**src/rtl/fuzzy_oa_pkg.sv**
```systemverilog
// ----------------------------------------------------------------------------
// fuzzy_oa_pkg
// Shared types, widths and rule tables for the fuzzy obstacle avoidance core.
// ----------------------------------------------------------------------------
`default_nettype none

package fuzzy_oa_pkg;

    // input distance width, unsigned Q4.8 metres
    localparam int DISTANCE_BITS = 12;

    // grade width, Q1.8 with 256 = 1.0
    localparam int GRADE_W = 9;
    localparam int RULES   = 16;
    localparam int SENSORS = 4;

    // accumulated numerator and denominator widths
    localparam int NUM_W = 25;
    localparam int DEN_W = 13;
    localparam int MAG_W = NUM_W - 1;

    // quotient magnitude width, one divider stage per bit
    localparam int Q_W        = 12;
    localparam int DIV_STAGES = Q_W;

    // result widths
    localparam int WHEEL_W = 14;
    localparam int FWD_W   = 15;
    localparam int TURN_W  = 16;
    localparam int CONS_W  = 14;

    localparam logic [DISTANCE_BITS-1:0] ONE_M   = DISTANCE_BITS'(256);
    localparam logic [DISTANCE_BITS-1:0] THREE_M = DISTANCE_BITS'(768);
    localparam logic [GRADE_W-1:0]       GRADE_ONE = GRADE_W'(256);
    localparam logic [DEN_W-1:0]         MIN_DEN   = DEN_W'(128);

    localparam logic signed [FWD_W-1:0]  FWD_MAX  = FWD_W'(8192);
    localparam logic signed [FWD_W-1:0]  FWD_MIN  = -FWD_W'(8192);
    localparam logic signed [TURN_W-1:0] TURN_MAX = TURN_W'(16384);
    localparam logic signed [TURN_W-1:0] TURN_MIN = -TURN_W'(16384);

    typedef logic [DISTANCE_BITS-1:0] dist_t;
    typedef logic [GRADE_W-1:0]       grade_t;
    typedef logic signed [NUM_W-1:0]  num_t;
    typedef logic [DEN_W-1:0]         den_t;
    typedef logic signed [CONS_W-1:0] cons_t;

    // one beat through the queue between front and back
    typedef struct packed {
        num_t num_l;
        num_t num_r;
        den_t den;
    } sums_t;

    // rule consequents, Q.12; bit 3 of the rule index picks left near, bit 0 rear near
    localparam cons_t LEFT_TABLE [RULES] = '{
        CONS_W'(2048), CONS_W'(2048), -CONS_W'(1229), -CONS_W'(1229),
        CONS_W'(410),  CONS_W'(410),  -CONS_W'(1229), -CONS_W'(1229),
        CONS_W'(1229), CONS_W'(1229), CONS_W'(1229),  CONS_W'(1229),
        CONS_W'(1229), CONS_W'(1229), -CONS_W'(1229), -CONS_W'(1229)
    };

    localparam cons_t RIGHT_TABLE [RULES] = '{
        CONS_W'(2048), CONS_W'(2048), CONS_W'(1024),  CONS_W'(1024),
        CONS_W'(1024), CONS_W'(1024), CONS_W'(1024),  CONS_W'(1024),
        CONS_W'(410),  CONS_W'(410),  -CONS_W'(1024), -CONS_W'(1024),
        CONS_W'(1024), CONS_W'(1024), CONS_W'(1024),  CONS_W'(1024)
    };

    // near membership: full below 1 m, zero from 3 m, linear ramp between
    function automatic grade_t near_grade(input dist_t d);
        logic [DISTANCE_BITS:0] ramp;
        ramp = (DISTANCE_BITS+1)'(384) - (DISTANCE_BITS+1)'(d >> 1);
        if (d <= ONE_M)
            return GRADE_ONE;
        else if (d >= THREE_M)
            return '0;
        else
            return ramp[GRADE_W-1:0];
    endfunction

endpackage

`default_nettype wire

```
**src/rtl/fuzzy_oa_if.sv**
```systemverilog
// ----------------------------------------------------------------------------
// fuzzy_oa_if
// Valid/ready channels for distance samples and wheel speed results.
// ----------------------------------------------------------------------------
`default_nettype none

interface fuzzy_oa_in_if;
    import fuzzy_oa_pkg::*;
    logic  valid;
    logic  ready;
    dist_t left_distance;
    dist_t right_distance;
    dist_t front_distance;
    dist_t rear_distance;

    modport source (output valid, left_distance, right_distance, front_distance,
                    rear_distance, input ready);
    modport sink   (input valid, left_distance, right_distance, front_distance,
                    rear_distance, output ready);
endinterface


`default_nettype wire

```
**src/rtl/fuzzy_oa_front.sv**
```systemverilog
// ----------------------------------------------------------------------------
// fuzzy_oa_front
// Grades the four distances, fires the sixteen rules and accumulates the
// weighted sums; three register stages, stalls only when the queue is full.
// ----------------------------------------------------------------------------
`default_nettype none

module fuzzy_oa_front (
    input  wire logic                 clk,
    input  wire logic                 rst_n,
    fuzzy_oa_in_if.sink               sample,
    output logic                      push_valid,
    input  wire logic                 push_ready,
    output fuzzy_oa_pkg::sums_t       push_data
);
    import fuzzy_oa_pkg::*;

    logic   en;
    dist_t  dist_in [SENSORS];
    logic   s1_valid_reg, s2_valid_reg, s3_valid_reg;
    grade_t near_reg [SENSORS];
    grade_t w_next [RULES];
    grade_t w_reg  [RULES];
    num_t   part_l_next [4];
    num_t   part_r_next [4];
    den_t   part_d_next [4];
    num_t   part_l_reg  [4];
    num_t   part_r_reg  [4];
    den_t   part_d_reg  [4];
    den_t   den_sum;

    // advance unless the last stage holds a beat the queue cannot take
    assign en           = !s3_valid_reg || push_ready;
    assign sample.ready = en;

    assign dist_in[0] = sample.left_distance;
    assign dist_in[1] = sample.right_distance;
    assign dist_in[2] = sample.front_distance;
    assign dist_in[3] = sample.rear_distance;

    // stage valid bits
    always_ff @(posedge clk or negedge rst_n)
    begin
        if (!rst_n)
        begin
            s1_valid_reg <= 1'b0;
            s2_valid_reg <= 1'b0;
            s3_valid_reg <= 1'b0;
        end
        else if (en)
        begin
            s1_valid_reg <= sample.valid;
            s2_valid_reg <= s1_valid_reg;
            s3_valid_reg <= s2_valid_reg;
        end
    end

    // rule strengths: min over the four selected grades
    always_comb
    begin
        grade_t g;
        grade_t m;
        logic [3:0] idx;
        for (int i = 0; i < RULES; i++)
        begin
            idx = 4'(i);
            m   = GRADE_ONE;
            for (int k = 0; k < SENSORS; k++)
            begin
                g = idx[3-k] ? near_reg[k] : GRADE_ONE - near_reg[k];
                if (g < m)
                    m = g;
            end
            w_next[i] = m;
        end
    end

    // products with the consequents, summed in groups of four
    always_comb
    begin
        for (int grp = 0; grp < 4; grp++)
        begin
            part_l_next[grp] = '0;
            part_r_next[grp] = '0;
            part_d_next[grp] = '0;
            for (int j = 0; j < 4; j++)
            begin
                part_l_next[grp] = part_l_next[grp]
                    + NUM_W'($signed({1'b0, w_reg[grp*4+j]})) * NUM_W'(LEFT_TABLE[grp*4+j]);
                part_r_next[grp] = part_r_next[grp]
                    + NUM_W'($signed({1'b0, w_reg[grp*4+j]})) * NUM_W'(RIGHT_TABLE[grp*4+j]);
                part_d_next[grp] = part_d_next[grp] + DEN_W'(w_reg[grp*4+j]);
            end
        end
    end

    // payload stages
    always_ff @(posedge clk)
    begin
        if (en)
        begin
            for (int k = 0; k < SENSORS; k++)
                near_reg[k] <= near_grade(dist_in[k]);
            for (int i = 0; i < RULES; i++)
                w_reg[i] <= w_next[i];
            for (int grp = 0; grp < 4; grp++)
            begin
                part_l_reg[grp] <= part_l_next[grp];
                part_r_reg[grp] <= part_r_next[grp];
                part_d_reg[grp] <= part_d_next[grp];
            end
        end
    end

    // final sums, divisor kept at one half or more
    assign den_sum = part_d_reg[0] + part_d_reg[1] + part_d_reg[2] + part_d_reg[3];
    assign push_valid      = s3_valid_reg;
    assign push_data.num_l = part_l_reg[0] + part_l_reg[1] + part_l_reg[2] + part_l_reg[3];
    assign push_data.num_r = part_r_reg[0] + part_r_reg[1] + part_r_reg[2] + part_r_reg[3];
    assign push_data.den   = (den_sum < MIN_DEN) ? MIN_DEN : den_sum;

endmodule

`default_nettype wire

```
**src/flat_wrapper.sv**
```systemverilog
// flat-port wrapper written by rule: the top's interface ports become plain ports
module fuzzy_oa_front_flat import fuzzy_oa_pkg::*;
  (clk, rst_n, push_valid, push_ready, push_data, sample_valid, sample_left_distance, sample_right_distance, sample_front_distance, sample_rear_distance, sample_ready);
  fuzzy_oa_in_if sample_i ();
  input  wire logic clk;
  input  wire logic rst_n;
  output logic push_valid;
  input  wire logic push_ready;
  output fuzzy_oa_pkg::sums_t push_data;
  input wire logic [$bits(sample_i.valid)-1:0] sample_valid;
  input wire logic [$bits(sample_i.left_distance)-1:0] sample_left_distance;
  input wire logic [$bits(sample_i.right_distance)-1:0] sample_right_distance;
  input wire logic [$bits(sample_i.front_distance)-1:0] sample_front_distance;
  input wire logic [$bits(sample_i.rear_distance)-1:0] sample_rear_distance;
  output wire logic [$bits(sample_i.ready)-1:0] sample_ready;
  assign sample_i.valid = sample_valid;
  assign sample_i.left_distance = sample_left_distance;
  assign sample_i.right_distance = sample_right_distance;
  assign sample_i.front_distance = sample_front_distance;
  assign sample_i.rear_distance = sample_rear_distance;
  assign sample_ready = sample_i.ready;
  fuzzy_oa_front u_core (.clk(clk), .rst_n(rst_n), .sample(sample_i), .push_valid(push_valid), .push_ready(push_ready), .push_data(push_data));
endmodule
```
**config.mk**
```make
export PLATFORM = sky130hd
export DESIGN_NAME = fuzzy_oa_front_flat
export DESIGN_NICKNAME = d
export VERILOG_FILES = /design/src/rtl/fuzzy_oa_pkg.sv /design/src/rtl/fuzzy_oa_if.sv /design/src/rtl/fuzzy_oa_front.sv /design/src/flat_wrapper.sv
export SDC_FILE = /design/constraint.sdc
export NUM_CORES = 2
export LEC_CHECK = 0
export BUFFER_PORTS_ARGS = -buffer_cell sky130_fd_sc_hd__buf_4
export CORE_MARGIN = 4
export CORE_UTILIZATION = 40
export CTS_CLUSTER_DIAMETER = 80
export DETAILED_ROUTE_END_ITERATION = 10
export PLACE_DENSITY = 0.55
export SYNTH_ARGS = -nofsm -noshare
export SYNTH_HDL_FRONTEND = slang
export SYNTH_SLANG_ARGS = --single-unit
```
**constraint.sdc**
```tcl
create_clock -name clk -period 16.6 [get_ports clk]
set_clock_uncertainty 0.1 [all_clocks]
set_input_delay 3.32 -clock clk [delete_from_list [all_inputs] [get_ports clk]]
set_output_delay 3.32 -clock clk [all_outputs]
set_load 0.02 [all_outputs]
```
==> impl_results.md <==
- Clk sinks: approximately 360
- Share of layout cells above drive strength 1: 4.61%
- Gpl congestion: between 0.9 and 1
- Measured slew at the worst slew-check pin: 1.34 ns
- Post-Syn Instances: 6714
- Cts hold-fix bufs: 0
- Cell Count, Final, Fillers Out: ~9100
- Number of global-route vias before repair: ~47000
- Crit path time final: 8.88 ns
- H-tree levels: 2
- Initial antenna violation count: 10
- First-pass GRT wire length: 288 mm
- Final Hold Viols: 0
- CP Launch Type: flop
- PostCTS Resize Cnt: 0
- Critical path, cell by cell: fa_1, fa_1, ha_1, inv_1, fa_1, nor2b_1, o21ai_0, a21oi_1, o21ai_1, o21ai_1, o311a_1, o31a_1, or4_1, a31o_2, a21oi_1, xnor2_1, buf_4
- Max incr delay on CP: 0.56 ns
- Post-CTS repair timing setup buffer count: 0
- Crit path max fanout: 3
- Cell family with the largest share of critical-path delay: compound AO/OA/AOI/OAI gates
- Ys Warns: 0
- Hold Crit Start: u_core.s2_valid_reg
- CTS max path bufs: 3
- Die area: 172000 sq um
- Syn Nets: 8848
- Cts bufs inserted: 47
- Unrepaired setup endpoints after global routing: no
- Layout overhead on the synthesized area: 7.84%
- Reg2reg start: u_core.near_reg[0][0]
- I/O Pins: 117
- CP max stage cell: edfxtp_1
- Hold path depth: 1
- DRT iter0 DRCs: 2856
- R2R Setup Slk: 8.13 ns
- Initial Util: 40.2%
- Max Slew Vio Count: 0
- GRT Residual Overflow: 0
- Largest register FFs: around 140
- Crit path required time: 13.18 ns
- Clk pin slew, worst setup/hold paths: 0.06 ns
- Fin Setup TNS: 0 ns
- Final ANT Viol Nets: 0
- Worst hold margin: 0.374 ns
- TritonCTS clock tree: yes
- Status: finished, final reports clean
- Library cells used by synthesis: 95
- Yosys top cell by area: ha_1
- RR Endpoint: u_core.w_reg[0][31]
- Largest cells by area after synthesis: ha_1 25%, fa_1 23%, edfxtp_1 16%, inv_1 8.7%, xnor2_1 5.1%
- Highest-count cells in the layout ignoring fill and taps: 1528 x inv_1, 1337 x ha_1, 745 x fa_1
- Hold Crit Endpoint: u_core.push_valid
- Hold Crit Class: reg -> reg
- Crit path top cell by count: fa_1
- Drt total wl: 189 mm
- GRT Util Overall: 21.8%
- WP buf/inv: 2
- Max Clk Rate: approximately 110 MHz
- # DRC: 0
- Root buffer cell: clkbuf_16
- Die H: 415 um
- Post-synthesis register bit count: 358
- Hpwl dp: around 160 mm
- Layout Nets: approximately 9000
- Top FF cell, synth: edfxtp_1
- Worst Reg-to-Reg Cells: 30
- Critical Path Sink Type: output port
- Asr flop ratio synth: 0.838%
- Vias: 46600
- Post-Syn Area: 66200 sq um
- Most common cell after layout, fill and taps aside: inv_1
- Avg Cell Area, Syn: 9.86 sq um
- Largest net degree at the start of global routing: 80
- DRT Pass-1 Iters: 5
- Period utilisation layout: 53.5%
- Max cap viols: 0
- EDFF count, synth: 355
- Worst slew margin relative to its limit: 9.77%
- Row count: between 100 and 150
- Vias per inst: 5.12
- Clock Latency Late Sink: approximately 0.64 ns
- CP Class: reg -> out
- Placed insts: about 9000
- Routed length per instance: 20.7 um
- I/O Buffers: 115
- DIE WIDTH: 415 um
- Post-synthesis sequential area ratio: between 10% and 20%
- Core Region: approximately 160000 sq um
- Critical Path AT: about 5.5 ns
- # setup viols final: 0
- Yosys top cell area share: 25.3%
-- how the worst max path moves through the flow --
stage | start | to | slack (ns) | cells past startpoint
2_1_floorplan | push_ready | sample_ready | 1.18 | 1
3_3_place_gp | u_core.w_reg[1][10] | u_core.part_r_reg[2][24] | 8.28 | 29
3_5_place_dp | u_core.w_reg[1][10] | u_core.part_r_reg[2][24] | 8.18 | 29
6_report | u_core.part_d_reg[3][0] | push_data[61] | 7.72 | 17
5_1_grt | u_core.part_d_reg[3][0] | push_data[61] | 7.39 | 17
4_1_cts | u_core.part_d_reg[3][0] | push_data[61] | 7.63 | 17
-- cell type report --
type,instances,area (sq um)
Timing Repair Buffer,157,1180
Multi-Input combinational cell,4780,49500
Clock inverter,25,218
Antenna cell,1,2.50
Fill cell,15900,93400
Clock buffer,59,1230
Inverter,1534,5760
Tap cell,2189,2740
Sequential cell,358,10700
-- worst reg2reg max path: cells and delay by family (launching register included) --
kind	cells	cell delay, ns
AOI/OAI and AO/OA	16	3.98
adders and majority gates	5	1.48
muxes	3	1.18
and+or+nand+nor	3	0.57
DFF	1	0.50
buffers and inverters	3	0.33
-- Yosys cell counts (5+ instances only) --
master / number
o21ai_1: 14
or2_2: 26
edfxtp_1: 355
o21bai_1: 97
nor4_1: 12
clkbuf_1: 19
or4_1: 8
and2_1: 11
o31ai_1: 9
a211oi_1: 25
nor2b_1: 75
inv_1: 1528
mux2_1: 7
mux2_2: 26
a21boi_0: 13
nor3_1: 85
xor2_1: 139
o31a_1: 5
o21ai_0: 200
o21a_1: 59
nor2_1: 320
nand3_1: 54
a31o_2: 8
buf_4: 13
a211o_1: 6
clkinv_1: 6
nand2_1: 164
xnor2_1: 382
a2111oi_0: 6
fa_1: 745
ha_1: 1337
nand4_1: 43
or3_1: 34
a21o_1: 125
and3_1: 12
a221oi_1: 6
a31oi_1: 22
o41ai_1: 22
nand2b_1: 54
mux2i_1: 174
buf_2: 6
a41o_1: 8
a21oi_1: 355
-- layer usage --
| layer | GRT usage (%) | vias to the layer above | share of wire (%) |
|---|---|---|---|
| li1 | - | 22600 | - |
| met1 | 30.7 | 22700 | 46 |
| met2 | 35.5 | 1094 | 46 |
| met3 | 2.76 | 184 | 5.0 |
| met4 | 5.82 | 0 | 3.0 |
| met5 | 0 | - | 0 |
-- kinds of logic after synthesis --
kind of cell / Yosys count / synth area share (%)
multiplexers: 211 / 3.29
XOR/XNOR: 521 / 6.89
adder cells (fa/ha/maj): 2087 / 47.9
flip-flops: 358 / 16.2
AO/OA/AOI/OAI: 1040 / 9.97
AND/OR/NAND/NOR: 920 / 6.71
other: 1 / 0.00566
buffers and inverters: 1576 / 9.04
-- stage by stage --
stage	area, sq um	util [%]	setup slack (ns)
final	71400	43.3	7.72
after global routing	71400	43.3	7.39
after CTS	71400	43.3	7.63
after detailed placement	69900	42.4	8.18
after global placement	69900	42.4	8.28
after floorplan	66200	-	1.18
Power is not shown: default switching activity piles up to over one toggle a cycle in this logic, so the estimate is an artifact.
