$ cat src/rtl/fuzzy_oa_pkg.sv
// ----------------------------------------------------------------------------
// fuzzy_oa_pkg
// Shared types, widths and rule tables for the fuzzy obstacle avoidance core.
// ----------------------------------------------------------------------------
`default_nettype none

package fuzzy_oa_pkg;

    // input distance width, unsigned Q4.8 metres
    localparam int DISTANCE_BITS = 12;

    // grade width, Q1.8 with 256 = 1.0
    localparam int GRADE_W = 9;
    localparam int RULES   = 16;
    localparam int SENSORS = 4;

    // accumulated numerator and denominator widths
    localparam int NUM_W = 25;
    localparam int DEN_W = 13;
    localparam int MAG_W = NUM_W - 1;

    // quotient magnitude width, one divider stage per bit
    localparam int Q_W        = 12;
    localparam int DIV_STAGES = Q_W;

    // result widths
    localparam int WHEEL_W = 14;
    localparam int FWD_W   = 15;
    localparam int TURN_W  = 16;
    localparam int CONS_W  = 14;

    localparam logic [DISTANCE_BITS-1:0] ONE_M   = DISTANCE_BITS'(256);
    localparam logic [DISTANCE_BITS-1:0] THREE_M = DISTANCE_BITS'(768);
    localparam logic [GRADE_W-1:0]       GRADE_ONE = GRADE_W'(256);
    localparam logic [DEN_W-1:0]         MIN_DEN   = DEN_W'(128);

    localparam logic signed [FWD_W-1:0]  FWD_MAX  = FWD_W'(8192);
    localparam logic signed [FWD_W-1:0]  FWD_MIN  = -FWD_W'(8192);
    localparam logic signed [TURN_W-1:0] TURN_MAX = TURN_W'(16384);
    localparam logic signed [TURN_W-1:0] TURN_MIN = -TURN_W'(16384);

    typedef logic [DISTANCE_BITS-1:0] dist_t;
    typedef logic [GRADE_W-1:0]       grade_t;
    typedef logic signed [NUM_W-1:0]  num_t;
    typedef logic [DEN_W-1:0]         den_t;
    typedef logic signed [CONS_W-1:0] cons_t;

    // one beat through the queue between front and back
    typedef struct packed {
        num_t num_l;
        num_t num_r;
        den_t den;
    } sums_t;

    // rule consequents, Q.12; bit 3 of the rule index picks left near, bit 0 rear near
    localparam cons_t LEFT_TABLE [RULES] = '{
        CONS_W'(2048), CONS_W'(2048), -CONS_W'(1229), -CONS_W'(1229),
        CONS_W'(410),  CONS_W'(410),  -CONS_W'(1229), -CONS_W'(1229),
        CONS_W'(1229), CONS_W'(1229), CONS_W'(1229),  CONS_W'(1229),
        CONS_W'(1229), CONS_W'(1229), -CONS_W'(1229), -CONS_W'(1229)
    };

    localparam cons_t RIGHT_TABLE [RULES] = '{
        CONS_W'(2048), CONS_W'(2048), CONS_W'(1024),  CONS_W'(1024),
        CONS_W'(1024), CONS_W'(1024), CONS_W'(1024),  CONS_W'(1024),
        CONS_W'(410),  CONS_W'(410),  -CONS_W'(1024), -CONS_W'(1024),
        CONS_W'(1024), CONS_W'(1024), CONS_W'(1024),  CONS_W'(1024)
    };

    // near membership: full below 1 m, zero from 3 m, linear ramp between
    function automatic grade_t near_grade(input dist_t d);
        logic [DISTANCE_BITS:0] ramp;
        ramp = (DISTANCE_BITS+1)'(384) - (DISTANCE_BITS+1)'(d >> 1);
        if (d <= ONE_M)
            return GRADE_ONE;
        else if (d >= THREE_M)
            return '0;
        else
            return ramp[GRADE_W-1:0];
    endfunction

endpackage

`default_nettype wire

$ cat src/rtl/fuzzy_oa_if.sv
// ----------------------------------------------------------------------------
// fuzzy_oa_if
// Valid/ready channels for distance samples and wheel speed results.
// ----------------------------------------------------------------------------
`default_nettype none


interface fuzzy_oa_out_if;
    import fuzzy_oa_pkg::*;
    logic                       valid;
    logic                       ready;
    logic signed [WHEEL_W-1:0]  left_wheel_speed;
    logic signed [WHEEL_W-1:0]  right_wheel_speed;
    logic signed [FWD_W-1:0]    forward_speed;
    logic signed [TURN_W-1:0]   turn_rate;

    modport source (output valid, left_wheel_speed, right_wheel_speed, forward_speed,
                    turn_rate, input ready);
    modport sink   (input valid, left_wheel_speed, right_wheel_speed, forward_speed,
                    turn_rate, output ready);
endinterface

`default_nettype wire

$ cat src/rtl/fuzzy_oa_back.sv
// ----------------------------------------------------------------------------
// fuzzy_oa_back
// Divides both weighted sums in a restoring pipeline, one quotient bit per
// stage, then forms forward speed and turn rate into the output register.
// ----------------------------------------------------------------------------
`default_nettype none

module fuzzy_oa_back (
    input  wire logic                 clk,
    input  wire logic                 rst_n,
    input  wire logic                 pop_valid,
    output logic                      pop_ready,
    input  wire fuzzy_oa_pkg::sums_t  pop_data,
    fuzzy_oa_out_if.source            result
);
    import fuzzy_oa_pkg::*;

    logic                       en;
    logic                       valid_reg  [DIV_STAGES+1];
    logic [MAG_W-1:0]           rem_l_reg  [DIV_STAGES+1];
    logic [MAG_W-1:0]           rem_r_reg  [DIV_STAGES+1];
    logic [Q_W-1:0]             q_l_reg    [DIV_STAGES+1];
    logic [Q_W-1:0]             q_r_reg    [DIV_STAGES+1];
    den_t                       den_reg    [DIV_STAGES+1];
    logic                       neg_l_reg  [DIV_STAGES+1];
    logic                       neg_r_reg  [DIV_STAGES+1];
    logic                       post_valid_reg;
    logic signed [WHEEL_W-1:0]  l_reg, r_reg, l_next, r_next;
    logic                       out_valid_reg;
    logic signed [WHEEL_W-1:0]  out_l_reg, out_r_reg;
    logic signed [FWD_W-1:0]    fwd_reg, fwd_next;
    logic signed [TURN_W-1:0]   turn_reg, turn_next;
    logic signed [FWD_W:0]      fwd_wide;
    logic signed [WHEEL_W+2:0]  diff;
    logic signed [WHEEL_W+7:0]  prod, adj, tq;

    // whole back part moves when the output register is free or drained
    assign en        = !out_valid_reg || result.ready;
    assign pop_ready = en;

    // valid bits through all stages
    always_ff @(posedge clk or negedge rst_n)
    begin
        if (!rst_n)
        begin
            for (int s = 0; s <= DIV_STAGES; s++)
                valid_reg[s] <= 1'b0;
            post_valid_reg <= 1'b0;
            out_valid_reg  <= 1'b0;
        end
        else if (en)
        begin
            valid_reg[0] <= pop_valid;
            for (int s = 0; s < DIV_STAGES; s++)
                valid_reg[s+1] <= valid_reg[s];
            post_valid_reg <= valid_reg[DIV_STAGES];
            out_valid_reg  <= post_valid_reg;
        end
    end

    // entry stage: magnitudes and signs
    always_ff @(posedge clk)
    begin
        if (en)
        begin
            neg_l_reg[0] <= pop_data.num_l[NUM_W-1];
            neg_r_reg[0] <= pop_data.num_r[NUM_W-1];
            rem_l_reg[0] <= pop_data.num_l[NUM_W-1] ? MAG_W'(-pop_data.num_l)
                                                    : MAG_W'(pop_data.num_l);
            rem_r_reg[0] <= pop_data.num_r[NUM_W-1] ? MAG_W'(-pop_data.num_r)
                                                    : MAG_W'(pop_data.num_r);
            q_l_reg[0]   <= '0;
            q_r_reg[0]   <= '0;
            den_reg[0]   <= pop_data.den;
        end
    end

    // restoring division, stage s settles quotient bit Q_W-1-s
    for (genvar s = 0; s < DIV_STAGES; s++)
    begin : g_div
        logic [MAG_W-1:0] dshift;
        logic             take_l, take_r;
        assign dshift = MAG_W'(den_reg[s]) << (Q_W - 1 - s);
        assign take_l = (rem_l_reg[s] >= dshift);
        assign take_r = (rem_r_reg[s] >= dshift);

        always_ff @(posedge clk)
        begin
            if (en)
            begin
                rem_l_reg[s+1] <= take_l ? rem_l_reg[s] - dshift : rem_l_reg[s];
                rem_r_reg[s+1] <= take_r ? rem_r_reg[s] - dshift : rem_r_reg[s];
                q_l_reg[s+1]   <= q_l_reg[s] | (Q_W'(take_l) << (Q_W - 1 - s));
                q_r_reg[s+1]   <= q_r_reg[s] | (Q_W'(take_r) << (Q_W - 1 - s));
                den_reg[s+1]   <= den_reg[s];
                neg_l_reg[s+1] <= neg_l_reg[s];
                neg_r_reg[s+1] <= neg_r_reg[s];
            end
        end
    end

    // signed wheel speeds, truncated toward zero
    assign l_next = neg_l_reg[DIV_STAGES] ? -WHEEL_W'(q_l_reg[DIV_STAGES])
                                          : WHEEL_W'(q_l_reg[DIV_STAGES]);
    assign r_next = neg_r_reg[DIV_STAGES] ? -WHEEL_W'(q_r_reg[DIV_STAGES])
                                          : WHEEL_W'(q_r_reg[DIV_STAGES]);

    // forward speed and turn rate (times 25 over 8, toward zero), saturated
    always_comb
    begin
        fwd_wide = ((FWD_W+1)'(l_reg) + (FWD_W+1)'(r_reg)) <<< 1;
        if (fwd_wide > (FWD_W+1)'(FWD_MAX))
            fwd_next = FWD_MAX;
        else if (fwd_wide < (FWD_W+1)'(FWD_MIN))
            fwd_next = FWD_MIN;
        else
            fwd_next = FWD_W'(fwd_wide);

        diff = (WHEEL_W+3)'(r_reg) - (WHEEL_W+3)'(l_reg);
        prod = ((WHEEL_W+8)'(diff) <<< 4) + ((WHEEL_W+8)'(diff) <<< 3) + (WHEEL_W+8)'(diff);
        adj  = prod[WHEEL_W+7] ? prod + (WHEEL_W+8)'(7) : prod;
        tq   = adj >>> 3;
        if (tq > (WHEEL_W+8)'(TURN_MAX))
            turn_next = TURN_MAX;
        else if (tq < (WHEEL_W+8)'(TURN_MIN))
            turn_next = TURN_MIN;
        else
            turn_next = TURN_W'(tq);
    end

    // wheel register and output register
    always_ff @(posedge clk)
    begin
        if (en)
        begin
            l_reg     <= l_next;
            r_reg     <= r_next;
            out_l_reg <= l_reg;
            out_r_reg <= r_reg;
            fwd_reg   <= fwd_next;
            turn_reg  <= turn_next;
        end
    end

    assign result.valid             = out_valid_reg;
    assign result.left_wheel_speed  = out_l_reg;
    assign result.right_wheel_speed = out_r_reg;
    assign result.forward_speed     = fwd_reg;
    assign result.turn_rate         = turn_reg;

endmodule

`default_nettype wire
$ cat src/flat_wrapper.sv
// flat-port wrapper written by rule: the top's interface ports become plain ports
module fuzzy_oa_back_flat import fuzzy_oa_pkg::*;
  (clk, rst_n, pop_valid, pop_ready, pop_data, result_valid, result_left_wheel_speed, result_right_wheel_speed, result_forward_speed, result_turn_rate, result_ready);
  fuzzy_oa_out_if result_i ();
  input  wire logic clk;
  input  wire logic rst_n;
  input  wire logic pop_valid;
  output logic pop_ready;
  input  wire fuzzy_oa_pkg::sums_t pop_data;
  output wire logic [$bits(result_i.valid)-1:0] result_valid;
  output wire logic [$bits(result_i.left_wheel_speed)-1:0] result_left_wheel_speed;
  output wire logic [$bits(result_i.right_wheel_speed)-1:0] result_right_wheel_speed;
  output wire logic [$bits(result_i.forward_speed)-1:0] result_forward_speed;
  output wire logic [$bits(result_i.turn_rate)-1:0] result_turn_rate;
  input wire logic [$bits(result_i.ready)-1:0] result_ready;
  assign result_valid = result_i.valid;
  assign result_left_wheel_speed = result_i.left_wheel_speed;
  assign result_right_wheel_speed = result_i.right_wheel_speed;
  assign result_forward_speed = result_i.forward_speed;
  assign result_turn_rate = result_i.turn_rate;
  assign result_i.ready = result_ready;
  fuzzy_oa_back u_core (.clk(clk), .rst_n(rst_n), .pop_valid(pop_valid), .pop_ready(pop_ready), .pop_data(pop_data), .result(result_i));
endmodule
$ cat config.mk
export PLATFORM = sky130hd
export DESIGN_NAME = fuzzy_oa_back_flat
export DESIGN_NICKNAME = d
export VERILOG_FILES = /design/src/rtl/fuzzy_oa_pkg.sv /design/src/rtl/fuzzy_oa_if.sv /design/src/rtl/fuzzy_oa_back.sv /design/src/flat_wrapper.sv
export SDC_FILE = /design/constraint.sdc
export NUM_CORES = 2
export LEC_CHECK = 0
export ABC_AREA = 0
export BUFFER_PORTS_ARGS = -buffer_cell sky130_fd_sc_hd__buf_4
export CORE_MARGIN = 2
export CORE_UTILIZATION = 65
export DETAILED_ROUTE_END_ITERATION = 8
export PLACE_DENSITY = 0.88
export SYNTH_ARGS = -nofsm -noshare
export SYNTH_HDL_FRONTEND = slang
export SYNTH_SLANG_ARGS = --single-unit
$ cat constraint.sdc
create_clock -name clk -period 65.1 [get_ports clk]
set_input_delay 3.255 -clock clk [delete_from_list [all_inputs] [get_ports clk]]
set_output_delay 3.255 -clock clk [all_outputs]
set_load 0.03 [all_outputs]
==> parameters.txt <==
Parameter                              Value

Place
  Pre-CTS setup slack    57.72 ns
  Routability congestion estimate from global placement    0.930
  Post-DP HPWL    81,100 µm
  Number of I/O port buffers    126

Drt
  Final Routed Wirelength    110,000 µm
  Number of iterations in the first detailed-routing pass    5
  Number of nets with antenna violations after detailed routing    0
  Avg WL per Cell    18.9 µm
  Detailed Route Iter0 Violations    2,274
  Post-route DRC    0
  Mean number of vias per cell    5.95
  Number of vias after detailed routing    34,600

Clocking
  Setup Fix Bufs, Post-CTS    0
  Worst-skew pair later-pin latency    0.68 ns
  Root Buffer Master    sky130_fd_sc_hd__clkbuf_16
  Clk sinks    1,015
  H-tree levels    3
  Maximum root-to-sink buffer count    3
  Post-CTS Hold Fix Bufs    0
  CTS tree    yes
  CTS clock-pin slew for the worst setup and hold paths    0.06 ns
  Number of resized instances in the post-cts repair step    0
  Number of buffers inserted during clock tree synthesis    101

Global routing
  GRT busiest layer    met2
  Antenna violations before repair    0
  GR Layer Usage met1    27.5%
  Overall routing resource usage    25.9%
  GRT overflow    0
  Number of global-route vias before repair    34,700
  Largest net degree at the start of global routing    210
  Global-route met3 utilization    2.91%
  Global-route wire length before repair    175,000 µm
  Routing usage on met2    47.0%

Timing
  Final count of hold timing violations    0
  Worst-case clock skew    0.0312 ns
  Post-route setup TNS    0 ns
  Min cycle time layout    7.36 ns
  Final worst-path cycle share    11.3%
  Slew headroom    18.6%
  Post-layout worst setup margin    57.74 ns
  Fmax achieved    136 MHz
  Slew at the pin closest to its max-slew limit    1.21 ns
  Final-report max-slew violation count    0
  RSZ-0062 raised after global routing    no
  Setup violators final    0

Synth
  Share of synthesized flip-flops with an asynchronous set or reset    1.48%
  Most area-hungry cell type in the Yosys netlist    sky130_fd_sc_hd__edfxtp_1
  Count of flip-flops with a built-in enable after synthesis    1,000
  Syn Std Cell Area    53,800 µm²
  Number of storage elements in the synthesis netlist    1,015
  Syn Nets    4,952
  Sequential element share of the synthesized area    56.5%
  Post-synthesis cell count    4,485
  Mean instance size in the synthesized netlist    12.0 µm²
  Biggest area contributors in the synthesized netlist    sky130_fd_sc_hd__edfxtp_1 (56%), sky130_fd_sc_hd__ha_1 (8.6%), sky130_fd_sc_hd__xnor2_1 (4.5%), sky130_fd_sc_hd__a21oi_1 (2.8%), sky130_fd_sc_hd__nor2_1 (2.5%)
  Main flop type after synthesis    sky130_fd_sc_hd__edfxtp_1
  Number of synthesis warnings    0
  Share of the synthesized area in the top cell type    55.8%
  Post-synth cell types    98

Floorplanning
  Area of the placeable core    82,000 µm²
  Core Rows    105
  Boundary pin count    128
  Die area    85,100 µm²
  Vertical die dimension    292 µm
  Horizontal die dimension    292 µm
  Initial core utilization    65.6%

Setup path
  Crit path buf inv count    2
  Sequence of cells on the critical path    buf_4, nand2b_4, buf_4
  Most common cell type on the critical path    sky130_fd_sc_hd__buf_4
  Startpoint types    input pin
  Arrival time of the worst setup path    4.10 ns
  Crit end category    primary output
  Cell with the largest stage delay on the worst path    sky130_fd_sc_hd__nand2b_4
  Length in cells of the worst reg-to-reg path    24
  Critical Setup Path Class    input pin to primary output
  Family with the most delay on the worst path    simple AND/OR/NAND/NOR gates
  CP Depth    3
  Required time of the worst setup path    61.85 ns
  Top fanout value on the critical path    34
  Max incr delay on CP    0.46 ns

Flow run
  Total of max-cap violations    0

Final layout
  Final net count    5,117
  Utilization after layout    72.3%
  Multi-input combinational cell area    21,800 µm²
  Number of inserted diodes    0
  Synthesis-to-layout area growth    10.3%
  Register area    30,400 µm²
  Fraction of final layout cells sized beyond drive strength 1    8.61%
  Fill cell total of the finished layout    5,389

Hold path
  Worst min path class    flip-flop to flip-flop
  Number of cells on the worst hold path    0

Status
  Run status    completed
-- through the flow --
stage                     cell area [µm²]  std cells  hold slack [ns]
after detailed placement            55900       5617            0.405
after CTS                           59300       5806            0.416
after floorplan                     53800       4485            0.400
final                               59300       5806            0.417
after global routing                59300       5806            0.423
after global placement              55900       5617            0.400
-- final cells by class --
cell class | instances | share of cell area, %
Sequential cell | 1015 | 51.3
Multi-Input combinational cell | 3057 | 36.8
Clock buffer | 122 | 4.43
Tap cell | 1070 | 2.26
Inverter | 335 | 2.12
Timing Repair Buffer | 140 | 1.84
Clock inverter | 67 | 1.27
-- cell usage in the layout (no fill, tap or decap), types with 13 or more instances in the layout --
master and n:
sky130_fd_sc_hd__and2_1 14, sky130_fd_sc_hd__nand4_1 56, sky130_fd_sc_hd__or3_1 38, sky130_fd_sc_hd__nand2_1 258, sky130_fd_sc_hd__and3_1 14, sky130_fd_sc_hd__or2_2 16, sky130_fd_sc_hd__nand2b_1 72, sky130_fd_sc_hd__or4_1 20
sky130_fd_sc_hd__nor2_1 354, sky130_fd_sc_hd__clkinv_2 20, sky130_fd_sc_hd__buf_4 137, sky130_fd_sc_hd__xor2_1 132, sky130_fd_sc_hd__o31ai_1 43, sky130_fd_sc_hd__nor3_1 95, sky130_fd_sc_hd__a21boi_0 35, sky130_fd_sc_hd__edfxtp_1 1000
sky130_fd_sc_hd__clkinv_1 22, sky130_fd_sc_hd__o21bai_1 25, sky130_fd_sc_hd__inv_1 334, sky130_fd_sc_hd__o21ai_1 15, sky130_fd_sc_hd__a21oi_1 298, sky130_fd_sc_hd__nor4b_1 16, sky130_fd_sc_hd__dfrtp_1 15, sky130_fd_sc_hd__ha_1 369
sky130_fd_sc_hd__a211oi_1 16, sky130_fd_sc_hd__xnor2_1 279, sky130_fd_sc_hd__clkbuf_1 20, sky130_fd_sc_hd__a31oi_1 19, sky130_fd_sc_hd__a21o_1 120, sky130_fd_sc_hd__mux2_2 60, sky130_fd_sc_hd__bufinv_16 14, sky130_fd_sc_hd__o21a_1 34
sky130_fd_sc_hd__nand3b_1 13, sky130_fd_sc_hd__nor4_1 61, sky130_fd_sc_hd__fa_1 31, sky130_fd_sc_hd__o21ai_0 215, sky130_fd_sc_hd__nor2b_1 64, sky130_fd_sc_hd__nand3_1 75, sky130_fd_sc_hd__clkbuf_16 102
-- cells in the mapped netlist, types with 15 or more instances --
| cell | count |
|---|---|
| sky130_fd_sc_hd__nor4_1 | 61 |
| sky130_fd_sc_hd__o21ai_0 | 215 |
| sky130_fd_sc_hd__o31ai_1 | 43 |
| sky130_fd_sc_hd__or4_1 | 20 |
| sky130_fd_sc_hd__edfxtp_1 | 1000 |
| sky130_fd_sc_hd__inv_1 | 334 |
| sky130_fd_sc_hd__nand3_1 | 75 |
| sky130_fd_sc_hd__nand4_1 | 56 |
| sky130_fd_sc_hd__nor3_1 | 95 |
| sky130_fd_sc_hd__nand2b_1 | 73 |
| sky130_fd_sc_hd__a21o_1 | 120 |
| sky130_fd_sc_hd__o21bai_1 | 25 |
| sky130_fd_sc_hd__mux2_2 | 60 |
| sky130_fd_sc_hd__o21ai_1 | 17 |
| sky130_fd_sc_hd__nor2b_1 | 64 |
| sky130_fd_sc_hd__a21boi_0 | 35 |
| sky130_fd_sc_hd__or3_1 | 38 |
| sky130_fd_sc_hd__dfrtp_1 | 15 |
| sky130_fd_sc_hd__o21a_1 | 34 |
| sky130_fd_sc_hd__nor2_1 | 354 |
| sky130_fd_sc_hd__clkbuf_1 | 71 |
| sky130_fd_sc_hd__a21oi_1 | 298 |
| sky130_fd_sc_hd__xor2_1 | 132 |
| sky130_fd_sc_hd__xnor2_1 | 279 |
| sky130_fd_sc_hd__nand2_1 | 258 |
| sky130_fd_sc_hd__nor4b_1 | 18 |
| sky130_fd_sc_hd__fa_1 | 31 |
| sky130_fd_sc_hd__a31oi_1 | 19 |
| sky130_fd_sc_hd__or2_2 | 16 |
| sky130_fd_sc_hd__ha_1 | 369 |
| sky130_fd_sc_hd__a211oi_1 | 16 |
-- worst reg2reg max path, delay by kind of cell, from the launching register on --
family          cells  cell delay, ns
compound gates     10            2.14
xor+xnor            1            0.35
fa+ha+maj           3            0.94
buf+inv             1            0.14
flops               1            0.46
mux                 1            0.41
simple gates        8            2.02
-- routing by layer --
metal  up-vias  routed length [µm]
met5         -                   0
li1      16900                   -
met3       346                3810
met2       995               56200
met4         0                9590
met1     16300               40400
-- cells by family (layout without fill, tap and decap cells) --
group | after synthesis | after routing | synth area share (%)
AOI/OAI and AO/OA | 947 | 947 | 11.2
xor gates and xnor gates | 412 | 412 | 6.72
adders and majority gates | 400 | 400 | 9.74
buffers and inverters | 413 | 664 | 2.90
DFF | 1015 | 1015 | 56.5
muxes | 73 | 73 | 1.53
other | 1 | 1 | 0.00697
and+or+nand+nor | 1224 | 1224 | 11.4
-- final timing paths --
kind	slack, ns	end	from
worst max-delay path	57.74	pop_ready	result_ready
worst min-delay path	0.42	u_core.q_l_reg[6][1]	u_core.q_l_reg[5][13]
worst max register to register	58.39	u_core.result.turn_rate[4]	u_core.l_reg[1]
worst min register to register	0.42	u_core.q_l_reg[6][1]	u_core.q_l_reg[5][13]
max in group asynchronous	62.50	u_core.valid_reg[2]	rst_n
min in group asynchronous	2.42	u_core.valid_reg[0]	rst_n
Power is not shown: default switching activity piles up to over one toggle a cycle in this logic, so the estimate is an artifact.
