**config.mk**
```make
export PLATFORM = sky130hd
export DESIGN_NAME = fuzzy_oa_queue
export DESIGN_NICKNAME = d
export VERILOG_FILES = /design/src/rtl/fuzzy_oa_pkg.sv /design/src/rtl/fuzzy_oa_queue.sv
export SDC_FILE = /design/constraint.sdc
export NUM_CORES = 1
export LEC_CHECK = 0
export BUFFER_PORTS_ARGS = -buffer_cell sky130_fd_sc_hd__buf_2
export CAP_MARGIN = 25
export CORE_MARGIN = 2
export CORE_UTILIZATION = 40
export DETAILED_ROUTE_END_ITERATION = 10
export MAX_ROUTING_LAYER = met4
export PLACE_DENSITY = 0.68
export SYNTH_ARGS = -nofsm -noshare
export SYNTH_HDL_FRONTEND = slang
export SYNTH_SLANG_ARGS = --single-unit
```
**constraint.sdc**
```tcl
create_clock -name clk -period 3.08 [get_ports clk]
set_input_delay 0.616 -clock clk [delete_from_list [all_inputs] [get_ports clk]]
set_output_delay 0.616 -clock clk [all_outputs]
set_load 0.02 [all_outputs]
```
**src/rtl/fuzzy_oa_pkg.sv**
```systemverilog
// ----------------------------------------------------------------------------
// fuzzy_oa_pkg
// Shared types, widths and rule tables for the fuzzy obstacle avoidance core.
// ----------------------------------------------------------------------------
`default_nettype none

package fuzzy_oa_pkg;

    // input distance width, unsigned Q4.8 metres
    localparam int DISTANCE_BITS = 12;

    // grade width, Q1.8 with 256 = 1.0
    localparam int GRADE_W = 9;
    localparam int RULES   = 16;
    localparam int SENSORS = 4;

    // accumulated numerator and denominator widths
    localparam int NUM_W = 25;
    localparam int DEN_W = 13;
    localparam int MAG_W = NUM_W - 1;

    // quotient magnitude width, one divider stage per bit
    localparam int Q_W        = 12;
    localparam int DIV_STAGES = Q_W;

    // result widths
    localparam int WHEEL_W = 14;
    localparam int FWD_W   = 15;
    localparam int TURN_W  = 16;
    localparam int CONS_W  = 14;

    localparam logic [DISTANCE_BITS-1:0] ONE_M   = DISTANCE_BITS'(256);
    localparam logic [DISTANCE_BITS-1:0] THREE_M = DISTANCE_BITS'(768);
    localparam logic [GRADE_W-1:0]       GRADE_ONE = GRADE_W'(256);
    localparam logic [DEN_W-1:0]         MIN_DEN   = DEN_W'(128);

    localparam logic signed [FWD_W-1:0]  FWD_MAX  = FWD_W'(8192);
    localparam logic signed [FWD_W-1:0]  FWD_MIN  = -FWD_W'(8192);
    localparam logic signed [TURN_W-1:0] TURN_MAX = TURN_W'(16384);
    localparam logic signed [TURN_W-1:0] TURN_MIN = -TURN_W'(16384);

    typedef logic [DISTANCE_BITS-1:0] dist_t;
    typedef logic [GRADE_W-1:0]       grade_t;
    typedef logic signed [NUM_W-1:0]  num_t;
    typedef logic [DEN_W-1:0]         den_t;
    typedef logic signed [CONS_W-1:0] cons_t;

    // one beat through the queue between front and back
    typedef struct packed {
        num_t num_l;
        num_t num_r;
        den_t den;
    } sums_t;

    // rule consequents, Q.12; bit 3 of the rule index picks left near, bit 0 rear near
    localparam cons_t LEFT_TABLE [RULES] = '{
        CONS_W'(2048), CONS_W'(2048), -CONS_W'(1229), -CONS_W'(1229),
        CONS_W'(410),  CONS_W'(410),  -CONS_W'(1229), -CONS_W'(1229),
        CONS_W'(1229), CONS_W'(1229), CONS_W'(1229),  CONS_W'(1229),
        CONS_W'(1229), CONS_W'(1229), -CONS_W'(1229), -CONS_W'(1229)
    };

    localparam cons_t RIGHT_TABLE [RULES] = '{
        CONS_W'(2048), CONS_W'(2048), CONS_W'(1024),  CONS_W'(1024),
        CONS_W'(1024), CONS_W'(1024), CONS_W'(1024),  CONS_W'(1024),
        CONS_W'(410),  CONS_W'(410),  -CONS_W'(1024), -CONS_W'(1024),
        CONS_W'(1024), CONS_W'(1024), CONS_W'(1024),  CONS_W'(1024)
    };

    // near membership: full below 1 m, zero from 3 m, linear ramp between
    function automatic grade_t near_grade(input dist_t d);
        logic [DISTANCE_BITS:0] ramp;
        ramp = (DISTANCE_BITS+1)'(384) - (DISTANCE_BITS+1)'(d >> 1);
        if (d <= ONE_M)
            return GRADE_ONE;
        else if (d >= THREE_M)
            return '0;
        else
            return ramp[GRADE_W-1:0];
    endfunction

endpackage

`default_nettype wire

```
**src/rtl/fuzzy_oa_queue.sv**
```systemverilog
// ----------------------------------------------------------------------------
// fuzzy_oa_queue
// Four-entry queue of accumulated sums between the front and back parts.
// ----------------------------------------------------------------------------
`default_nettype none

module fuzzy_oa_queue (
    input  wire logic                 clk,
    input  wire logic                 rst_n,
    input  wire logic                 push_valid,
    output logic                      push_ready,
    input  wire fuzzy_oa_pkg::sums_t  push_data,
    output logic                      pop_valid,
    input  wire logic                 pop_ready,
    output fuzzy_oa_pkg::sums_t       pop_data
);
    import fuzzy_oa_pkg::*;

    localparam int DEPTH = 4;
    localparam int PTR_W = $clog2(DEPTH);

    sums_t              entry_reg [DEPTH];
    logic [PTR_W-1:0]   wr_ptr_reg, rd_ptr_reg;
    logic [PTR_W:0]     count_reg, count_next;
    logic               do_push, do_pop;

    assign push_ready = (count_reg != (PTR_W+1)'(DEPTH));
    assign pop_valid  = (count_reg != '0);
    assign do_push    = push_valid && push_ready;
    assign do_pop     = pop_valid && pop_ready;
    assign pop_data   = entry_reg[rd_ptr_reg];

    always_comb
    begin
        count_next = count_reg;
        if (do_push && !do_pop)
            count_next = count_reg + 1'b1;
        else if (!do_push && do_pop)
            count_next = count_reg - 1'b1;
    end

    // pointers and fill count
    always_ff @(posedge clk or negedge rst_n)
    begin
        if (!rst_n)
        begin
            wr_ptr_reg <= '0;
            rd_ptr_reg <= '0;
            count_reg  <= '0;
        end
        else
        begin
            if (do_push)
                wr_ptr_reg <= wr_ptr_reg + 1'b1;
            if (do_pop)
                rd_ptr_reg <= rd_ptr_reg + 1'b1;
            count_reg <= count_next;
        end
    end

    // storage
    always_ff @(posedge clk)
    begin
        if (do_push)
            entry_reg[wr_ptr_reg] <= push_data;
    end

endmodule

`default_nettype wire

```
==> qor.json, run 1 <==
{
  "outcome": "completed",
  "max-vdd-ir-drop_uv": 542,
  "die_height_um": 158,
  "critical_path.startpoint_type": "flip-flop",
  "power.density_nw_per_um2": 1010,
  "max-slew-margin-rel_pct": 64.7,
  "syn-cell-area_um2": 9500,
  "drt-wirelength-per-cell_um": 19.8,
  "timing.final.max_slew_violations": 0,
  "ctsHtreeMaxLevel": 1,
  "cts.path.max_buffers": 3,
  "cts_made_buffers": 27,
  "hpwl_mm": 10.4,
  "global_route_wire_length_before_repair_mm": 25.9,
  "critical_path_class": "flip-flop to primary output",
  "mostFrequentLayoutCells": "edfxtp_1 (252), buf_2 (131), mux4_2 (63)",
  "synthesis.instances": 364,
  "path_clk_slew_ns": 0.06,
  "start_util_pct": 40.6,
  "dieArea_um2": 25000,
  "routed-wl-met2_mm": 8.69,
  "critical_path.slowest_cell": "dfrtp_4",
  "cts_num_sinks": 259,
  "largest_register_ffs": 252,
  "setup_slack_ns": 0.199,
  "design.core.area_um2": 23400,
  "grt_remaining_overflow": 0,
  "drive_above_1_share_pct": 46.7,
  "design.final.nets": 595,
  "reg2reg_depth": 8,
  "holdCritStartpoint": "push_data[16]",
  "regToRegSetupSlack_ns": 0.97,
  "power.static_leakage_uw": 0.00392,
  "hp-class": "input port to flip-flop",
  "cap_violations": 0,
  "worst_skew_pair.late_latency_ns": 0.51,
  "synth.ff_latch_count": 259,
  "syn_nets": 437,
  "final_hold_viol_count": 0,
  "clock_tree_from_tritoncts": "yes",
  "drt-total-wl_mm": 17.0,
  "grt_util_all_layers_pct": 14.3,
  "cp_cell_sequence": "buf_12 > mux4_2 > buf_2",
  "worst_tran_pin_value_ns": 0.530,
  "synth.yosys.seq_area_share_pct": 81.5,
  "flow.area_growth_from_synthesis_pct": 21.1,
  "crit_path_max_incr_delay_ns": 0.70,
  "core.rowCount": 56,
  "critical_path.endpoint_type": "primary output",
  "detail_route.vias_per_cell": 4.94,
  "yosys.cell_types.count": 18,
  "detailedRoute.firstPassIterationCount": 6,
  "most_frequent_standard_cell_in_the_layout_excluding_fill_and_tap_cells": "edfxtp_1",
  "clock_skew_ns": 0.00499,
  "yosys_warnings": 0,
  "post_cts_buffers": 0,
  "layout_min_cycle_time_ns": 2.88,
  "vias_after_detailed_routing": 4261,
  "rsz_0062_raised_after_global_routing": "no",
  "final_min_period_over_clock_period_pct": 93.5,
  "drt_iter0_drcs": 192,
  "timing.critical_path.arrival_ns": 2.27,
  "drt_drc_violations_left": 0,
  "cp_required_ns": 2.46,
  "critical_path.reg2reg.startpoint": "count_reg[1]$_DFFE_PN0P_",
  "root_buffer": "clkbuf_16",
  "post-place-ws_ns": 0.670,
  "via_count_of_the_first_global_routing_pass": 4596,
  "setup_total_negative_slack_ns": 0,
  "route.antenna.remaining_nets": 0,
  "min_path_cells": 1,
  "post_cts_resized": 0,
  "postSynthAreaPerCell_um2": 26.1,
  "met3_wirelength_mm": 1.05,
  "uppermost_layer_routed": "met4",
  "chipWidth_um": 158,
  "timing.rr.end": "count_reg[2]$_DFFE_PN0P_",
  "placement.io_buffers": 131,
  "max_freq_mhz": 347,
  "cp_max_fo": 24,
  "wl_met1_mm": 6.99,
  "min_delay_worst_endpoint": "entry_reg[0][16]$_DFFE_PP_",
  "num_io_pins": 132,
  "gp_congestion": 0.674,
  "antenna_found_initial": 1,
  "final_count_of_negative_setup_slack_endpoints": 0,
  "maximum_number_of_pins_on_one_net_before_global_route_repair": 39
}
final cells by class:
cell class / instances / area (um2)
tap: 319 / 399
timing repair buffer: 143 / 836
clock buffer: 39 / 751
antenna: 1 / 2.50
clock inverter: 10 / 108
sequential: 259 / 7750
fill: 1947 / 11900
multi-input combinational: 88 / 1650
inverter: 3 / 11.3
cell usage after synthesis, drive strengths merged:
cell | number | share of area (%)
mux2 | 2 | 0.24
fa | 1 | 0.21
nor2 | 2 | 0.079
xor2 | 2 | 0.18
buf | 14 | 1.2
dfrtp | 7 | 1.8
or3 | 1 | 0.066
and2 | 4 | 0.26
a21boi | 1 | 0.12
ha | 5 | 0.66
inv | 3 | 0.12
nand3 | 1 | 0.053
edfxtp | 252 | 80
nand2 | 2 | 0.079
mux4 | 63 | 15
xnor2 | 4 | 0.37
routing by layer:
layer | track usage, % | vias to the layer above
met2 | 24.0 | 134
li1 | - | 1875
met5 | - | -
met1 | 17.9 | 2221
met3 | 3.12 | 31
met4 | 3.69 | 0
power breakdown:
part | internal [uW] | switching [uW]
Combinational | 1520 | 2000
Sequential | 4660 | 338
Clock | 1860 | 1220
Total | 8040 | 3560
through the flow:
stage / hold slack, ns / power [uW] / util (%) / cell area, um2 / instances
after CTS: 0.293 / 11800 / 49.2 / 11500 / 861
after detailed placement: 0.467 / 8710 / 45.4 / 10600 / 811
after global routing: 0.297 / 12200 / 49.2 / 11500 / 862
after global placement: 0.458 / 8610 / 45.4 / 10600 / 811
after floorplan: 0.320 / 7480 / - / 9500 / 364
final: 0.313 / 11600 / 49.2 / 11500 / 862
how the worst max path moves through the flow:
| stage | from | end | slack, ns | cells past startpoint |
|---|---|---|---|---|
| 4_1_cts | rd_ptr_reg[0]$_DFFE_PN0P_ | pop_data[27] | 0.11 | 3 |
| 3_5_place_dp | rd_ptr_reg[0]$_DFFE_PN0P_ | pop_data[27] | 0.67 | 3 |
| 2_1_floorplan | push_valid | entry_reg[0][0]$_DFFE_PP_ | 0.25 | 2 |
| 6_report | rd_ptr_reg[0]$_DFFE_PN0P_ | pop_data[7] | 0.20 | 3 |
| 3_3_place_gp | rd_ptr_reg[0]$_DFFE_PN0P_ | pop_data[7] | 0.69 | 3 |
| 5_1_grt | rd_ptr_reg[0]$_DFFE_PN0P_ | pop_data[7] | 0.05 | 3 |
cell families (layout without fill, tap and decap cells):
family	Yosys count	after routing	share of synthesized area [%]
xor gates and xnor gates	6	6	0.553
buffers and inverters	17	195	1.28
AOI/OAI and AO/OA	1	1	0.118
muxes	65	65	15.2
other	0	1	0
and+or+nand+nor	10	10	0.540
adders and majority gates	6	6	0.869
DFF	259	259	81.5
worst max-delay path, delay by kind of cell, from the launching register on:
kind / cells / cell delay [ns]
buffers and inverters: 2 / 0.47
DFF: 1 / 0.70
muxes: 1 / 0.55
timing repair:
action	4_1_cts	5_1_grt
hold buffers	1	0
setup endpoints to repair	0	0
endpoints found under the hold margin	7	0
Note: power is estimated with default switching activity, not from simulation.
==> run 2: changes to the inputs <==
--- a/config.mk
+++ b/config.mk
@@ -5,10 +5,11 @@
 export SDC_FILE = /design/constraint.sdc
 export NUM_CORES = 1
 export LEC_CHECK = 0
-export BUFFER_PORTS_ARGS = -buffer_cell sky130_fd_sc_hd__buf_2
+export BUFFER_PORTS_ARGS = -buffer_cell sky130_fd_sc_hd__buf_4
 export CAP_MARGIN = 25
 export CORE_MARGIN = 2
 export CORE_UTILIZATION = 40
+export CTS_CLUSTER_DIAMETER = 150
 export DETAILED_ROUTE_END_ITERATION = 10
 export MAX_ROUTING_LAYER = met4
 export PLACE_DENSITY = 0.68
==> run 2 against run 1 <==
Critical path depth stayed put; design area increased by 2.7%; non-clock buffer count decreased by 4; clock power rose by 3%; clock skew up 0.0071 ns; core utilization up 1.3 points; combinational power rose by 8.8%; cell count decreased by 0.81%; clock-buffer cell count down 10; global-route usage is 0.19 points lower; power up 3.6%; critical path type unchanged.
==> qor.json, run 2 (same netlist as run 1, synthesis figures left out) <==
{
  "die_height_um": 158,
  "critical_path.endpoint_type": "primary output",
  "drt-wirelength-per-cell_um": 19.9,
  "cts_made_buffers": 26,
  "crit_path_max_incr_delay_ns": 0.68,
  "max_freq_mhz": 350,
  "cp_top_family": "flip-flops",
  "regToRegSetupSlack_ns": 0.95,
  "drive_above_1_share_pct": 47.0,
  "dieArea_um2": 25000,
  "p_switching_uw": 3590,
  "cp_max_fo": 27,
  "worst_tran_pin_value_ns": 0.652,
  "largest_register_ffs": 252,
  "final_hold_viol_count": 0,
  "ctsHtreeMaxLevel": 1,
  "start_util_pct": 40.6,
  "critical_path.reg2reg.startpoint": "count_reg[0]$_DFFE_PN0P_",
  "crit_buf_inv": 2,
  "final_min_period_over_clock_period_pct": 92.6,
  "detailedRoute.firstPassIterationCount": 4,
  "clock_power_share_pct": 26.4,
  "root_buffer": "clkbuf_16",
  "num_io_pins": 132,
  "design.core.area_um2": 23400,
  "detail_route.vias_per_cell": 4.92,
  "post_layout_nonfiller_instances": 855,
  "critical_path_class": "flip-flop to primary output",
  "most_frequent_standard_cell_in_the_layout_excluding_fill_and_tap_cells": "edfxtp_1",
  "mostFrequentLayoutCells": "edfxtp_1 (252), buf_4 (131), mux4_2 (63)",
  "cap_violations": 0,
  "critical_path.slowest_cell": "dfrtp_4",
  "antenna_found_initial": 0,
  "grt_remaining_overflow": 0,
  "drt_iter0_drcs": 175,
  "setup_total_negative_slack_ns": 0,
  "cts.path.max_buffers": 3,
  "gp_congestion": 0.681,
  "power.density_nw_per_um2": 1020,
  "sequential_fraction_of_design_power_pct": 41.8,
  "clock_tree_from_tritoncts": "yes",
  "chipWidth_um": 158,
  "flow.area_growth_from_synthesis_pct": 24.4,
  "min_path_cells": 1,
  "min_delay_worst_endpoint": "entry_reg[1][28]$_DFFE_PP_",
  "power_switching_share_pct": 29.9,
  "cts_num_sinks": 259,
  "placedCellCount": 807,
  "reg2reg_depth": 8,
  "route.antenna.remaining_nets": 0,
  "combPwrFrac_pct": 31.8,
  "timing.final.max_slew_violations": 0,
  "design.final.nets": 590,
  "core.rowCount": 56,
  "drt_drc_violations_left": 0,
  "drt-total-wl_mm": 17.0,
  "hp-class": "input port to flip-flop",
  "placement.io_buffers": 131,
  "path_clk_slew_ns": 0.06,
  "p_int_uw": 8430,
  "rsz_0062_raised_after_global_routing": "no",
  "grt_util_all_layers_pct": 14.1,
  "post_cts_buffers": 0,
  "cp_cell_sequence": "buf_12 > mux4_2 > buf_4",
  "max-slew-margin-rel_pct": 56.6,
  "holdCritStartpoint": "push_data[28]",
  "max-vdd-ir-drop_uv": 631,
  "critical_path.startpoint_type": "flip-flop",
  "worst_skew_pair.late_latency_ns": 0.51,
  "final_count_of_negative_setup_slack_endpoints": 0,
  "global_route_wire_length_before_repair_mm": 25.8,
  "timing.critical_path.arrival_ns": 2.24,
  "maximum_number_of_pins_on_one_net_before_global_route_repair": 40,
  "via_count_of_the_first_global_routing_pass": 4589,
  "timing.rr.end": "count_reg[2]$_DFFE_PN0P_",
  "outcome": "completed",
  "layout_min_cycle_time_ns": 2.85,
  "vias_after_detailed_routing": 4203,
  "cp_required_ns": 2.46,
  "power.static_leakage_uw": 0.00403,
  "clock_skew_ns": 0.0121,
  "hpwl_mm": 9.99,
  "antenna-diode-count": 0
}
[run 2: changes by cell type in the layout (fill, tap and decap cells not counted)]
| cell | before | now |
|---|---|---|
| clkbuf_8 | 3 | 0 |
| bufinv_16 | 2 | 4 |
| buf_4 | 4 | 131 |
| clkinv_1 | 1 | 3 |
| clkbuf_1 | 9 | 2 |
| clkinv_2 | 4 | 8 |
| diode_2 | 1 | 0 |
| buf_2 | 131 | 0 |
[run 2: layout make-up]
| type | count | area [um2] |
|---|---|---|
| well taps | 319 | 399 |
| clock inverters | 18 | 195 |
| flip-flops and latches | 259 | 7750 |
| multi-input cells | 88 | 1650 |
| clock buffers | 29 | 683 |
| fillers | 1909 | 11600 |
| inverters | 3 | 11.3 |
| repair buffers | 139 | 1130 |
[run 2: worst max-delay path by stage]
stage                                   start                   endpoint  slack [ns]  cells past startpoint
detailed placement  rd_ptr_reg[0]$_DFFE_PN0P_               pop_data[59]        0.69                      3
global placement    rd_ptr_reg[0]$_DFFE_PN0P_               pop_data[24]        0.72                      3
global route        rd_ptr_reg[0]$_DFFE_PN0P_               pop_data[14]        0.08                      3
floorplan                          push_valid  entry_reg[0][0]$_DFFE_PP_        0.25                      2
CTS                 rd_ptr_reg[0]$_DFFE_PN0P_               pop_data[59]        0.14                      3
finish              rd_ptr_reg[0]$_DFFE_PN0P_               pop_data[16]        0.23                      3
[run 2: power by group through the flow]
stage	combinational [uW]	sequential (uW)	clock [uW]
3_5_place_dp	3930	5120	0
3_3_place_gp	3880	5060	0
2_1_floorplan	2600	4880	0
5_1_grt	4110	5100	3410
6_report	3830	5020	3170
4_1_cts	3940	5050	3250
[run 2: timing repair]
item / in CTS / in global routing
hold buffers: 1 / 0
endpoints found under the hold margin: 7 / 0
setup endpoints to repair: 0 / 0
gates resized for setup: 0 / 0
[run 2: stage by stage]
step / cell area [um2] / setup WS, ns / hold slack (ns) / total power [uW] / utilization [%]
after floorplan: 9500 / 0.248 / 0.320 / 7480 / -
after detailed placement: 10900 / 0.694 / 0.441 / 9050 / 46.7
after CTS: 11800 / 0.140 / 0.279 / 12200 / 50.5
final: 11800 / 0.227 / 0.302 / 12000 / 50.5
after global placement: 10900 / 0.715 / 0.433 / 8950 / 46.7
after global routing: 11800 / 0.0792 / 0.271 / 12600 / 50.5
[run 2: per-layer routing]
layer  vias to the layer above  track usage [%]  part of all wire [%]
met5                         -                -                     0
met4                         0             3.47                   1.8
met3                        31             3.01                   5.2
met2                       104             23.6                    51
met1                      2204             17.9                    42
li1                       1864                -                     -
==> run 3: changes to the inputs <==
--- a/config.mk
+++ b/config.mk
@@ -8,11 +8,11 @@
 export BUFFER_PORTS_ARGS = -buffer_cell sky130_fd_sc_hd__buf_4
 export CAP_MARGIN = 25
 export CORE_MARGIN = 2
-export CORE_UTILIZATION = 40
+export CORE_UTILIZATION = 57
 export CTS_CLUSTER_DIAMETER = 150
 export DETAILED_ROUTE_END_ITERATION = 10
 export MAX_ROUTING_LAYER = met4
-export PLACE_DENSITY = 0.68
+export PLACE_DENSITY = 0.88
 export SYNTH_ARGS = -nofsm -noshare
 export SYNTH_HDL_FRONTEND = slang
 export SYNTH_SLANG_ARGS = --single-unit
==> run 3 against run 2 <==
Clock power fell by 12%; design area fell by 2.0%; critical path depth did not move; core utilization rose by 20 points; clock-buffer cell count rose by 5; global-route usage rose by 5.8 points.
==> qor.json, run 3 (same netlist as run 1, synthesis figures left out) <==
{
  "via_count_of_the_first_global_routing_pass": 4611,
  "antenna-diode-count": 0,
  "chipWidth_um": 133,
  "timing.critical_path.arrival_ns": 2.17,
  "maximum_number_of_pins_on_one_net_before_global_route_repair": 42,
  "critical_path.endpoint_type": "primary output",
  "design.final.nets": 591,
  "post_cts_buffers": 0,
  "detailedRoute.firstPassIterationCount": 4,
  "post-place-ws_ns": 0.800,
  "max-vdd-ir-drop_uv": 682,
  "drive_above_1_share_pct": 45.6,
  "hp-class": "input port to flip-flop",
  "placement.io_buffers": 131,
  "drt_iter0_drcs": 355,
  "setup_total_negative_slack_ns": 0,
  "hpwl_mm": 10.1,
  "detail_route.vias_per_cell": 5.58,
  "placedCellCount": 710,
  "post_layout_nonfiller_instances": 757,
  "grt_remaining_overflow": 0,
  "timing.final.max_slew_violations": 0,
  "global_route_wire_length_before_repair_mm": 25.8,
  "num-fill-cells": 987,
  "cp_max_fo": 33,
  "cts.path.max_buffers": 3,
  "max-slew-margin-rel_pct": 63.8,
  "flow.area_growth_from_synthesis_pct": 21.9,
  "final_count_of_negative_setup_slack_endpoints": 0,
  "clock_skew_ns": 0.00766,
  "placement.cell_area_um2": 10800,
  "grt_util_all_layers_pct": 19.9,
  "worst_tran_pin_value_ns": 0.543,
  "final_hold_viol_count": 0,
  "cts_num_sinks": 259,
  "largest_register_ffs": 252,
  "path_clk_slew_ns": 0.06,
  "power.density_nw_per_um2": 1010,
  "dieArea_um2": 17700,
  "most_frequent_standard_cell_in_the_layout_excluding_fill_and_tap_cells": "edfxtp_1",
  "holdBufCountCts": 1,
  "max_freq_mhz": 359,
  "cap_violations": 0,
  "mostFrequentLayoutCells": "edfxtp_1 (252), buf_4 (133), mux4_2 (63)",
  "post_cts_resized": 0,
  "layout_min_cycle_time_ns": 2.79,
  "vias_after_detailed_routing": 4226,
  "cp_required_ns": 2.46,
  "critical_path_class": "flip-flop to primary output",
  "final_min_period_over_clock_period_pct": 90.6,
  "setup_slack_ns": 0.291,
  "clock_tree_from_tritoncts": "yes",
  "antenna_found_initial": 0,
  "critical_path.startpoint_type": "flip-flop",
  "hold_slack_ns": 0.308,
  "design.core.area_um2": 16500,
  "core.rowCount": 47,
  "drt-wirelength-per-cell_um": 22.1,
  "gp_congestion": 0.695,
  "num_io_pins": 132,
  "ctsHtreeMaxLevel": 1,
  "route.antenna.remaining_nets": 0,
  "rsz_0062_raised_after_global_routing": "no",
  "power.static_leakage_uw": 0.00398,
  "drt_drc_violations_left": 0,
  "start_util_pct": 57.7,
  "cts_made_buffers": 25,
  "worst_skew_pair.late_latency_ns": 0.51,
  "outcome": "completed",
  "final_design_area_no_fill_um2": 11600,
  "die_height_um": 133,
  "root_buffer": "clkbuf_16",
  "drt-total-wl_mm": 16.7
}
==> run 3: worst paths after layout <==
path / end / slack, ns / cells after the start / from
worst max-delay path: pop_data[42] / 0.29 / 3 / rd_ptr_reg[1]$_DFFE_PN0P_
worst min-delay path: entry_reg[0][13]$_DFFE_PP_ / 0.31 / 1 / push_data[13]
worst max register to register: count_reg[2]$_DFFE_PN0P_ / 0.89 / 8 / count_reg[0]$_DFFE_PN0P_
worst min register to register: count_reg[2]$_DFFE_PN0P_ / 0.54 / 1 / count_reg[2]$_DFFE_PN0P_
max in group asynchronous: rd_ptr_reg[1]$_DFFE_PN0P_ / 2.45 / 2 / rst_n
min in group asynchronous: count_reg[1]$_DFFE_PN0P_ / 0.48 / 2 / rst_n
==> run 3: layout make-up <==
type | count | area [um2] | share of cell area (%)
Inverter | 3 | 11.3 | 0.0972
Multi-Input combinational cell | 88 | 1650 | 14.2
Clock inverter | 12 | 85.1 | 0.734
Timing Repair Buffer | 141 | 1150 | 9.91
Tap cell | 220 | 275 | 2.38
Clock buffer | 34 | 669 | 5.78
Sequential cell | 259 | 7750 | 66.9
==> run 3: worst max-delay path: stages, from the launching register on <==
cell,delay [ns]
dfrtp_4,0.78
buf_4,0.34
mux4_2,0.37
buf_4,0.18
==> run 3: power breakdown <==
group / leakage (uW) / switching [uW] / total (uW) / internal [uW]
Combinational: 0.00122 / 2050 / 3910 / 1850
Clock: 0.000367 / 1180 / 2790 / 1600
Sequential: 0.00239 / 311 / 4980 / 4670
Total: 0.00398 / 3550 / 11700 / 8130
==> run 3: through the flow <==
stage,power (uW),util (%)
floorplan,7480,-
global placement,8900,65.7
detailed placement,9010,65.7
CTS,11800,70.4
global route,12200,70.4
finish,11700,70.4
==> run 3: metal layers <==
layer,share of wire (%),track usage (%),up-vias,routed length [um]
met1,39,25.6,2191,6560
li1,-,-,1866,-
met5,0,-,-,0
met2,53,33.5,143,8840
met4,1.9,5.85,0,313
met3,6.0,3.54,26,1000
